==> config.mk <==
export PLATFORM = sky130hd
export DESIGN_NAME = mic_window_peak_rms_meter_top
export DESIGN_NICKNAME = d
export VERILOG_FILES = /design/src/rtl/core/mwprm_pkg.sv /design/src/rtl/core/mic_window_peak_rms_meter_top.sv
export SDC_FILE = /design/constraint.sdc
export NUM_CORES = 1
export LEC_CHECK = 0
export ABC_CLOCK_PERIOD_IN_PS = 6400
export BUFFER_PORTS_ARGS = -buffer_cell sky130_fd_sc_hd__buf_2
export CORE_MARGIN = 2
export CORE_UTILIZATION = 55
export DETAILED_ROUTE_END_ITERATION = 10
export PLACE_DENSITY = 0.75
export SETUP_SLACK_MARGIN = 0.5
export SYNTH_ARGS = -nofsm -noshare
export SYNTH_HDL_FRONTEND = slang
export SYNTH_SLANG_ARGS = --single-unit
==> constraint.sdc <==
create_clock -name clk -period 6.4 [get_ports clk]
set_input_delay 0.96 -clock clk [delete_from_list [all_inputs] [get_ports clk]]
set_output_delay 0.96 -clock clk [all_outputs]
set_load 0.005 [all_outputs]
==> src/rtl/core/mwprm_pkg.sv <==
`default_nettype none

package mwprm_pkg;

    localparam int SAMPLE_W    = 16;
    localparam int LEN_W       = 13;
    localparam int MAX_WINDOW  = 4096;
    localparam int SUM_W       = 29;
    localparam int DEV_W       = 17;
    localparam int MAG_W       = 16;
    localparam int PROD_W      = 32;
    localparam int SQSUM_W     = 45;
    localparam int ROOT_W      = 16;
    localparam int SQ_IN_W     = 2 * ROOT_W;
    localparam int SQ_REM_W    = ROOT_W + 3;
    localparam int DIV_STEPS   = SQSUM_W;
    localparam int SQ_STEPS    = ROOT_W;
    localparam int ITER_W      = 6;
    localparam int CFG_INDEX_W = 1;
    localparam int CFG_DATA_W  = LEN_W;

    localparam logic [CFG_INDEX_W-1:0] REG_WINDOW_LENGTH = 1'b0;
    localparam logic [CFG_INDEX_W-1:0] REG_MEASURE_MODE  = 1'b1;

    localparam logic KIND_CALIBRATE = 1'b0;
    localparam logic KIND_LEVEL     = 1'b1;

    typedef enum logic [3:0] {
        STEP_WAIT,
        STEP_DEV,
        STEP_SQR,
        STEP_ACC,
        STEP_DLOAD,
        STEP_DSTEP,
        STEP_SLOAD,
        STEP_SSTEP,
        STEP_OUT,
        STEP_WRAP
    } step_t;

    typedef enum logic [2:0] {
        COND_NEXT,
        COND_ALWAYS,
        COND_NO_INPUT,
        COND_WINDOW_OPEN,
        COND_ITER_MORE,
        COND_CALIBRATE,
        COND_OUT_BLOCKED
    } cond_t;

    typedef struct packed {
        logic  accept_in;
        logic  do_dev;
        logic  do_sqr;
        logic  do_acc;
        logic  div_load;
        logic  div_step;
        logic  sq_load;
        logic  sq_step;
        logic  do_out;
        cond_t cond;
        step_t target;
    } ctrl_t;

    // microcode rom: one control word per step
    function automatic ctrl_t microcode(input step_t pc);
        ctrl_t cw;
        cw = '{accept_in: 1'b0, do_dev: 1'b0, do_sqr: 1'b0, do_acc: 1'b0,
               div_load: 1'b0, div_step: 1'b0, sq_load: 1'b0, sq_step: 1'b0,
               do_out: 1'b0, cond: COND_ALWAYS, target: STEP_WAIT};
        case (pc)
            STEP_WAIT:
            begin
                cw.accept_in = 1'b1;
                cw.cond      = COND_NO_INPUT;
                cw.target    = STEP_WAIT;
            end
            STEP_DEV:
            begin
                cw.do_dev = 1'b1;
                cw.cond   = COND_NEXT;
            end
            STEP_SQR:
            begin
                cw.do_sqr = 1'b1;
                cw.cond   = COND_NEXT;
            end
            STEP_ACC:
            begin
                cw.do_acc = 1'b1;
                cw.cond   = COND_WINDOW_OPEN;
                cw.target = STEP_WAIT;
            end
            STEP_DLOAD:
            begin
                cw.div_load = 1'b1;
                cw.cond     = COND_NEXT;
            end
            STEP_DSTEP:
            begin
                cw.div_step = 1'b1;
                cw.cond     = COND_ITER_MORE;
                cw.target   = STEP_DSTEP;
            end
            STEP_SLOAD:
            begin
                cw.sq_load = 1'b1;
                cw.cond    = COND_CALIBRATE;
                cw.target  = STEP_OUT;
            end
            STEP_SSTEP:
            begin
                cw.sq_step = 1'b1;
                cw.cond    = COND_ITER_MORE;
                cw.target  = STEP_SSTEP;
            end
            STEP_OUT:
            begin
                cw.do_out = 1'b1;
                cw.cond   = COND_OUT_BLOCKED;
                cw.target = STEP_OUT;
            end
            STEP_WRAP:
            begin
                cw.cond   = COND_ALWAYS;
                cw.target = STEP_WAIT;
            end
            default:
            begin
                cw.cond   = COND_ALWAYS;
                cw.target = STEP_WAIT;
            end
        endcase
        return cw;
    endfunction

endpackage

`default_nettype wire

==> src/rtl/core/mic_window_peak_rms_meter_top.sv <==
// a non-final sample of a window passes through fetch, deviation, square and accumulate
// the last sample then runs, in measure mode, the bit-serial divide by the window length,
// the two-bits-per-step root and the load/output steps; calibrate mode skips the root
// one word in flight at a time; a result waits in an output register so the next
// window starts while it is held; a blocked output holds the sequencer at its output step
// reset: window length 64, calibrate mode, baseline and all accumulators zero
`default_nettype none

module mic_window_peak_rms_meter_top (
    input  wire                                    clk,
    input  wire                                    rst_n,
    input  wire                                    cfg_we,
    input  wire  [mwprm_pkg::CFG_INDEX_W-1:0]      cfg_index,
    input  wire  [mwprm_pkg::CFG_DATA_W-1:0]       cfg_data,
    input  wire                                    sample_valid,
    output logic                                   sample_stall,
    input  wire  signed [mwprm_pkg::SAMPLE_W-1:0]  sample,
    output logic                                   result_valid,
    input  wire                                    result_stall,
    output logic                                   result_kind,
    output logic [mwprm_pkg::MAG_W-1:0]            peak_level,
    output logic [mwprm_pkg::ROOT_W-1:0]           rms_level,
    output logic signed [mwprm_pkg::SAMPLE_W-1:0]  baseline_out
);

    localparam int SAMPLE_W = mwprm_pkg::SAMPLE_W;
    localparam int LEN_W    = mwprm_pkg::LEN_W;
    localparam int SUM_W    = mwprm_pkg::SUM_W;
    localparam int DEV_W    = mwprm_pkg::DEV_W;
    localparam int MAG_W    = mwprm_pkg::MAG_W;
    localparam int PROD_W   = mwprm_pkg::PROD_W;
    localparam int SQSUM_W  = mwprm_pkg::SQSUM_W;
    localparam int ROOT_W   = mwprm_pkg::ROOT_W;
    localparam int SQ_IN_W  = mwprm_pkg::SQ_IN_W;
    localparam int SQ_REM_W = mwprm_pkg::SQ_REM_W;
    localparam int ITER_W   = mwprm_pkg::ITER_W;

    // sequencer
    mwprm_pkg::step_t pc_reg, pc_next;
    mwprm_pkg::ctrl_t cw;

    // configuration
    logic [LEN_W-1:0] window_length_reg, window_length_next;
    logic             measure_mode_reg, measure_mode_next;
    logic [LEN_W-1:0] eff_len;

    // accumulate datapath
    logic signed [SAMPLE_W-1:0] sample_reg, sample_next;
    logic [MAG_W-1:0]           mag_reg, mag_next;
    logic [PROD_W-1:0]          prod_reg, prod_next;
    logic [LEN_W-1:0]           count_reg, count_next;
    logic signed [SUM_W-1:0]    sum_reg, sum_next;
    logic [MAG_W-1:0]           peak_reg, peak_next;
    logic [SQSUM_W-1:0]         sqsum_reg, sqsum_next;
    logic signed [SAMPLE_W-1:0] baseline_reg, baseline_next;

    // shared divide / square root datapath
    logic [SQSUM_W-1:0]  quo_reg, quo_next;
    logic [LEN_W-1:0]    drem_reg, drem_next;
    logic                neg_reg, neg_next;
    logic [SQ_IN_W-1:0]  sqv_reg, sqv_next;
    logic [SQ_REM_W-1:0] srem_reg, srem_next;
    logic [ROOT_W-1:0]   root_reg, root_next;
    logic [ITER_W-1:0]   iter_reg, iter_next;

    // output word
    logic                       out_valid_reg, out_valid_next;
    logic                       kind_reg, kind_next;
    logic [MAG_W-1:0]           opeak_reg, opeak_next;
    logic [ROOT_W-1:0]          orms_reg, orms_next;
    logic signed [SAMPLE_W-1:0] obase_reg, obase_next;

    logic                       in_take;
    logic                       out_blocked;
    logic                       cond_true;
    logic signed [DEV_W-1:0]    dev;
    logic [LEN_W-1:0]           count_inc;
    logic [SUM_W-1:0]           sum_mag;
    logic [LEN_W:0]             dtrial;
    logic [SQ_REM_W-1:0]        sshift;
    logic [SQ_REM_W-1:0]        strial;
    logic signed [SAMPLE_W-1:0] mean;

    assign cw           = mwprm_pkg::microcode(pc_reg);
    assign sample_stall = !cw.accept_in;
    assign in_take      = sample_valid && cw.accept_in;
    assign out_blocked  = out_valid_reg && result_stall;

    assign result_valid = out_valid_reg;
    assign result_kind  = kind_reg;
    assign peak_level   = opeak_reg;
    assign rms_level    = orms_reg;
    assign baseline_out = obase_reg;

    always_comb
    begin
        if (window_length_reg == '0)
            eff_len = LEN_W'(1);
        else if (window_length_reg > LEN_W'(mwprm_pkg::MAX_WINDOW))
            eff_len = LEN_W'(mwprm_pkg::MAX_WINDOW);
        else
            eff_len = window_length_reg;
    end

    assign count_inc = count_reg + LEN_W'(1);
    assign dev       = DEV_W'(sample_reg) - DEV_W'(baseline_reg);
    assign sum_mag   = sum_reg[SUM_W-1] ? SUM_W'(-sum_reg) : SUM_W'(sum_reg);
    assign dtrial    = {drem_reg, quo_reg[SQSUM_W-1]};
    assign sshift    = {srem_reg[SQ_REM_W-3:0], sqv_reg[SQ_IN_W-1:SQ_IN_W-2]};
    assign strial    = {1'b0, root_reg, 2'b01};
    assign mean      = neg_reg ? -SAMPLE_W'(quo_reg) : SAMPLE_W'(quo_reg);

    always_comb
    begin
        case (cw.cond)
            mwprm_pkg::COND_NEXT:        cond_true = 1'b0;
            mwprm_pkg::COND_ALWAYS:      cond_true = 1'b1;
            mwprm_pkg::COND_NO_INPUT:    cond_true = !in_take;
            mwprm_pkg::COND_WINDOW_OPEN: cond_true = count_inc < eff_len;
            mwprm_pkg::COND_ITER_MORE:   cond_true = iter_reg != '0;
            mwprm_pkg::COND_CALIBRATE:   cond_true = !measure_mode_reg;
            mwprm_pkg::COND_OUT_BLOCKED: cond_true = out_blocked;
            default:                     cond_true = 1'b0;
        endcase
    end

    always_comb
    begin
        pc_next            = cond_true ? cw.target : mwprm_pkg::step_t'(pc_reg + 4'd1);
        window_length_next = window_length_reg;
        measure_mode_next  = measure_mode_reg;
        sample_next        = sample_reg;
        mag_next           = mag_reg;
        prod_next          = prod_reg;
        count_next         = count_reg;
        sum_next           = sum_reg;
        peak_next          = peak_reg;
        sqsum_next         = sqsum_reg;
        baseline_next      = baseline_reg;
        quo_next           = quo_reg;
        drem_next          = drem_reg;
        neg_next           = neg_reg;
        sqv_next           = sqv_reg;
        srem_next          = srem_reg;
        root_next          = root_reg;
        iter_next          = iter_reg;
        out_valid_next     = out_valid_reg && result_stall;
        kind_next          = kind_reg;
        opeak_next         = opeak_reg;
        orms_next          = orms_reg;
        obase_next         = obase_reg;

        if (in_take)
            sample_next = sample;

        if (cw.do_dev)
            mag_next = MAG_W'(dev[DEV_W-1] ? -dev : dev);

        if (cw.do_sqr)
            prod_next = PROD_W'(mag_reg) * PROD_W'(mag_reg);

        if (cw.do_acc)
        begin
            count_next = count_inc;
            if (measure_mode_reg)
            begin
                sqsum_next = sqsum_reg + SQSUM_W'(prod_reg);
                if (mag_reg > peak_reg)
                    peak_next = mag_reg;
            end
            else
            begin
                sum_next = sum_reg + SUM_W'(sample_reg);
            end
        end

        if (cw.div_load)
        begin
            quo_next  = measure_mode_reg ? sqsum_reg : SQSUM_W'(sum_mag);
            neg_next  = !measure_mode_reg && sum_reg[SUM_W-1];
            drem_next = '0;
            iter_next = ITER_W'(mwprm_pkg::DIV_STEPS - 1);
        end

        // restoring divide, one quotient bit per step
        if (cw.div_step)
        begin
            iter_next = iter_reg - ITER_W'(1);
            if (dtrial >= {1'b0, eff_len})
            begin
                drem_next = LEN_W'(dtrial - {1'b0, eff_len});
                quo_next  = {quo_reg[SQSUM_W-2:0], 1'b1};
            end
            else
            begin
                drem_next = LEN_W'(dtrial);
                quo_next  = {quo_reg[SQSUM_W-2:0], 1'b0};
            end
        end

        // mean square is below 2^32, so the low 32 bits feed the root
        if (cw.sq_load)
        begin
            sqv_next  = SQ_IN_W'(quo_reg);
            srem_next = '0;
            root_next = '0;
            iter_next = ITER_W'(mwprm_pkg::SQ_STEPS - 1);
        end

        // digit-by-digit root, two radicand bits per step
        if (cw.sq_step)
        begin
            iter_next = iter_reg - ITER_W'(1);
            sqv_next  = {sqv_reg[SQ_IN_W-3:0], 2'b00};
            if (sshift >= strial)
            begin
                srem_next = sshift - strial;
                root_next = {root_reg[ROOT_W-2:0], 1'b1};
            end
            else
            begin
                srem_next = sshift;
                root_next = {root_reg[ROOT_W-2:0], 1'b0};
            end
        end

        if (cw.do_out && !out_blocked)
        begin
            out_valid_next = 1'b1;
            if (measure_mode_reg)
            begin
                kind_next  = mwprm_pkg::KIND_LEVEL;
                opeak_next = peak_reg;
                orms_next  = root_reg;
                obase_next = baseline_reg;
            end
            else
            begin
                kind_next     = mwprm_pkg::KIND_CALIBRATE;
                opeak_next    = '0;
                orms_next     = '0;
                obase_next    = mean;
                baseline_next = mean;
            end
            count_next = '0;
            sum_next   = '0;
            peak_next  = '0;
            sqsum_next = '0;
        end

        // a register write restarts the window and keeps the baseline
        if (cfg_we)
        begin
            case (cfg_index)
                mwprm_pkg::REG_WINDOW_LENGTH: window_length_next = cfg_data;
                mwprm_pkg::REG_MEASURE_MODE:  measure_mode_next  = cfg_data[0];
                default:                      window_length_next = window_length_reg;
            endcase
            count_next = '0;
            sum_next   = '0;
            peak_next  = '0;
            sqsum_next = '0;
            pc_next    = mwprm_pkg::STEP_WAIT;
        end
    end

    always_ff @(posedge clk or negedge rst_n)
    begin
        if (!rst_n)
        begin
            pc_reg            <= mwprm_pkg::STEP_WAIT;
            window_length_reg <= LEN_W'(64);
            measure_mode_reg  <= 1'b0;
            count_reg         <= '0;
            sum_reg           <= '0;
            peak_reg          <= '0;
            sqsum_reg         <= '0;
            baseline_reg      <= '0;
            iter_reg          <= '0;
            out_valid_reg     <= 1'b0;
        end
        else
        begin
            pc_reg            <= pc_next;
            window_length_reg <= window_length_next;
            measure_mode_reg  <= measure_mode_next;
            count_reg         <= count_next;
            sum_reg           <= sum_next;
            peak_reg          <= peak_next;
            sqsum_reg         <= sqsum_next;
            baseline_reg      <= baseline_next;
            iter_reg          <= iter_next;
            out_valid_reg     <= out_valid_next;
        end
    end

    always_ff @(posedge clk)
    begin
        sample_reg <= sample_next;
        mag_reg    <= mag_next;
        prod_reg   <= prod_next;
        quo_reg    <= quo_next;
        drem_reg   <= drem_next;
        neg_reg    <= neg_next;
        sqv_reg    <= sqv_next;
        srem_reg   <= srem_next;
        root_reg   <= root_next;
        kind_reg   <= kind_next;
        opeak_reg  <= opeak_next;
        orms_reg   <= orms_next;
        obase_reg  <= obase_next;
    end

endmodule

`default_nettype wire
==> results.txt <==
- Period utilisation layout: 0.9596
* Final count of negative-setup-slack endpoints: 0
- Derived from the worst setup path, the maximum achievable clock frequency is 162.8 MHz.
- The detailed router placed 22.71k vias in this run.
* Row cnt: 84
- In this run the deepest clock path goes through 3 buffers.
* Number of nets produced by synthesis: 3481
* Sort of element at the start of the critical path: register
- For the worst setup path, the data required time is 6.72 ns.
* Highest cell delay on the worst timing path: 0.54 ns
- Synthesis inferred 380 register bits.
* Die ar.: 0.05523 mm2
* Count of hold buffers inserted by post-cts repair: 0
- Dividing the detail-routed via count by the number of cells gives 5.865.
- TritonCTS created 45 clock buffers.
- Routability-driven placement finished with a final weighted congestion of 0.9405.
- For this run, asynchronously set or reset flops after synthesis account for 0.3789.
- Final #Nets: 3592
- First-pass GRT wire length: 119.5 mm
- Port buffering added 85 buffers.
* Sort of element at the end of the critical path: register
- Cell with the biggest individual delay on the critical path: edfxtp_1
- Avg Synthesized Cell Area: 9.671 um2
- Synthesized instance count: 3035
* Crit path launch: mag_reg[10]$_DFFE_PN_
* Number of placed I/O pins: 86
* Total negative slack: 0 ns
* Final Critical Period: 6.141 ns
* Effective utilization at floorplan: 0.5574
* Standard cell core area: 0.05266 mm2
* Per-cell routed wire length: 19.00 um
* Post-synthesis cell type with the largest combined area: edfxtp_1
- FF-to-FF End: prod_reg[30]$_DFFE_PP_
- Global routing finished with a remaining overflow of 0.
- The final layout contains routed wiring with a total length of 73.55 mm.
- Measured against its own limit, the worst slew margin works out to 0.1917.
- Post-Route Skew: 0.03736 ns
- CTS tree: yes
- Hold violation count in the final report: 0
- Of all nets on the critical path, the largest fanout is 5.
* Setup repair after global routing missed its margin: true
- Post-route DRC violation count: 0
* Distinct cell type count of the synthesized netlist: 79
* Number of global-route vias before repair: 22.89k
- For the pin with the worst max-slew slack, the measured transition is 1.212 ns.
* Die span in x: 235.0 um
* Number of antenna violations at the first check in global routing: 1
- Overall track demand over capacity in global routing: 0.2663
- Run status: finished, final reports clean
- The tightest min-delay check is of the primary input to async pin type.
- Half-perimeter wire length of the detailed placement result: 54.48 mm
- From synthesis to final layout, the design area changed by 12.35%.
* Type of the worst setup path: register to register
- STA puts the critical path data arrival time at 6.46 ns.
- The clock reaches the later pin of the worst-skew pair after 0.61 ns.
- Share of the synthesized area in the top cell type: 0.2394
- Measured along the y axis, the die boundary spans 235.0 um.
- For this run, the leading register cell type out of synthesis is edfxtp_1.
- Among the stages of the critical path, the cell type that occurs most often is fa_1.
- For this run, the detailed router's first-pass iteration total came to 5.
- Maximum number of pins on one net before global-route repair: 88
- R2r worst-path depth: 22
- Walking the worst path, the cells encountered are and2_4 > fa_1 > inv_1 > fa_1 > inv_2 > fa_1 > inv_1 > fa_1 > inv_2 > fa_1 > inv_2 > fa_1 > inv_2 > ha_4 > a21o_1 > a21oi_2 > o221ai_2 > a21o_1 > a221o_1 > a41oi_2 > a31oi_1 > xor2_1.
- Share of layout cells above drive strength 1: 0.1166
* Share of the yosys chip area belonging to registers: 0.3636
- The critical path ends at prod_reg[30]$_DFFE_PP_.
- 0 antenna diodes ended up in the layout.
- Yosys printed 0 warnings.
- After the first detailed-routing iteration, the DRC count stood at 1670.
* Reg-to-reg setup timing slack: 0.26 ns
- Antenna Violating Nets Remaining: 0
* Number of clock sinks: 380
- In the post-synthesis netlist, the biggest area contributors are edfxtp_1, dfrtp_1, fa_1.
- The clock tree synthesis step divided the H-tree into 2 levels.
- The startpoint identified for the worst register-to-register timing path is mag_reg[10]$_DFFE_PN_.
- Total standard cell area after synthesis: 0.02935 mm2
- Max-capacitance violation count: 0
* Max-slew violation total from the final report: 0
- Yosys mapped a number of flops with a built-in enable equal to 234.
- After clock tree synthesis, the clock-pin slew on the worst setup and hold paths is 0.06 ns.
- The tree is rooted in a clkbuf_16.
cell type report:
| type | count | area, um2 |
|---|---|---|
| Tap cell | 688 | 860.8 |
| Clock buffer | 58 | 1245 |
| Sequential cell | 380 | 10680 |
| Inverter | 354 | 1330 |
| Fill cell | 4237 | 19680 |
| Multi-Input combinational cell | 2189 | 17280 |
| Timing Repair Buffer | 176 | 1250 |
| Clock inverter | 26 | 332.8 |
cell usage in the layout (no fill, tap or decap), types with 38 or more instances in the layout:
master and n:
xnor2_1 106, clkbuf_16 46, fa_1 166, buf_2 84, buf_4 75, a22o_1 58
nor3_1 38, nor2_1 228, a21oi_1 166, dfrtp_1 142, ha_1 234, and2_1 53
inv_1 341, edfxtp_1 234, nand2_1 313, a21o_1 60, xor2_1 96, o21ai_0 140
nand3_1 66
timing repair:
action                     in CTS  in global routing
resized for setup              16                 26
pin swaps                      12                 12
gates cloned                    0                  1
setup endpoints to repair      13                 14
buffers inserted               23                 13
through the flow:
step                      instances  utilization  hold slack (ns)  instance area (um2)  setup slack, ns
after floorplan                3035            -           0.4433                29700           0.4405
after global placement         3750       0.5870           0.4597                30910           0.1236
after detailed placement       3750       0.5870           0.4627                30910          0.05506
after CTS                      3857       0.6223           0.4411                32770           0.2650
after global routing           3871       0.6263           0.4932                32980          0.02832
final                          3871       0.6263           0.4414                32980           0.2588
worst min-delay path by stage:
stage	from	endpoint	slack, ns	cells after the start
5_1_grt	rst_n	window_length_reg[3]$_DFFE_PN0P_	0.49	1
4_1_cts	rst_n	window_length_reg[2]$_DFFE_PN0P_	0.44	1
3_3_place_gp	sqv_reg[0]$_SDFFE_PP0P_	sqv_reg[0]$_SDFFE_PP0P_	0.46	1
3_5_place_dp	sqv_reg[0]$_SDFFE_PP0P_	sqv_reg[0]$_SDFFE_PP0P_	0.46	1
2_1_floorplan	sqv_reg[0]$_SDFFE_PP0P_	sqv_reg[0]$_SDFFE_PP0P_	0.44	1
6_report	rst_n	window_length_reg[3]$_DFFE_PN0P_	0.44	1
kinds of logic (layout without fill, tap and decap cells):
| logic type | Yosys count | after routing | share of synthesized area |
|---|---|---|---|
| AO/OA/AOI/OAI | 648 | 648 | 0.1437 |
| XOR/XNOR | 205 | 205 | 0.06117 |
| adder cells (fa/ha/maj) | 411 | 411 | 0.2179 |
| buffers and inverters | 466 | 614 | 0.05977 |
| flip-flops | 380 | 380 | 0.3636 |
| multiplexers | 51 | 51 | 0.01812 |
| AND/OR/NAND/NOR | 874 | 874 | 0.1358 |
per-layer routing:
metal	routed length (um)	GRT usage
met5	11	0
met1	31340	0.3495
met3	3709	0.03583
met4	2273	0.08765
met2	36220	0.4564
cells in the mapped netlist (all sizes together) (40+ instances only):
master    n
a21o     60
a21oi   177
a22o     58
and2     56
clkbuf  107
dfrtp   143
edfxtp  234
fa      167
ha      244
inv     353
nand2   333
nand3    66
nor2    230
nor3     40
o21ai   148
xnor2   107
xor2     98
critical path, delay by kind of cell, from the launching register on:
kind	cells	cell delay, ns
flip-flops	1	0.54
buffers and inverters	6	0.28
AND/OR/NAND/NOR	1	0.22
XOR/XNOR	1	0.17
AO/OA/AOI/OAI	7	1.37
adder cells (fa/ha/maj)	7	3.30
Power is left out: the tool's default activity adds up to more than one toggle a clock period on the data nets, which glitch-free logic cannot reach.
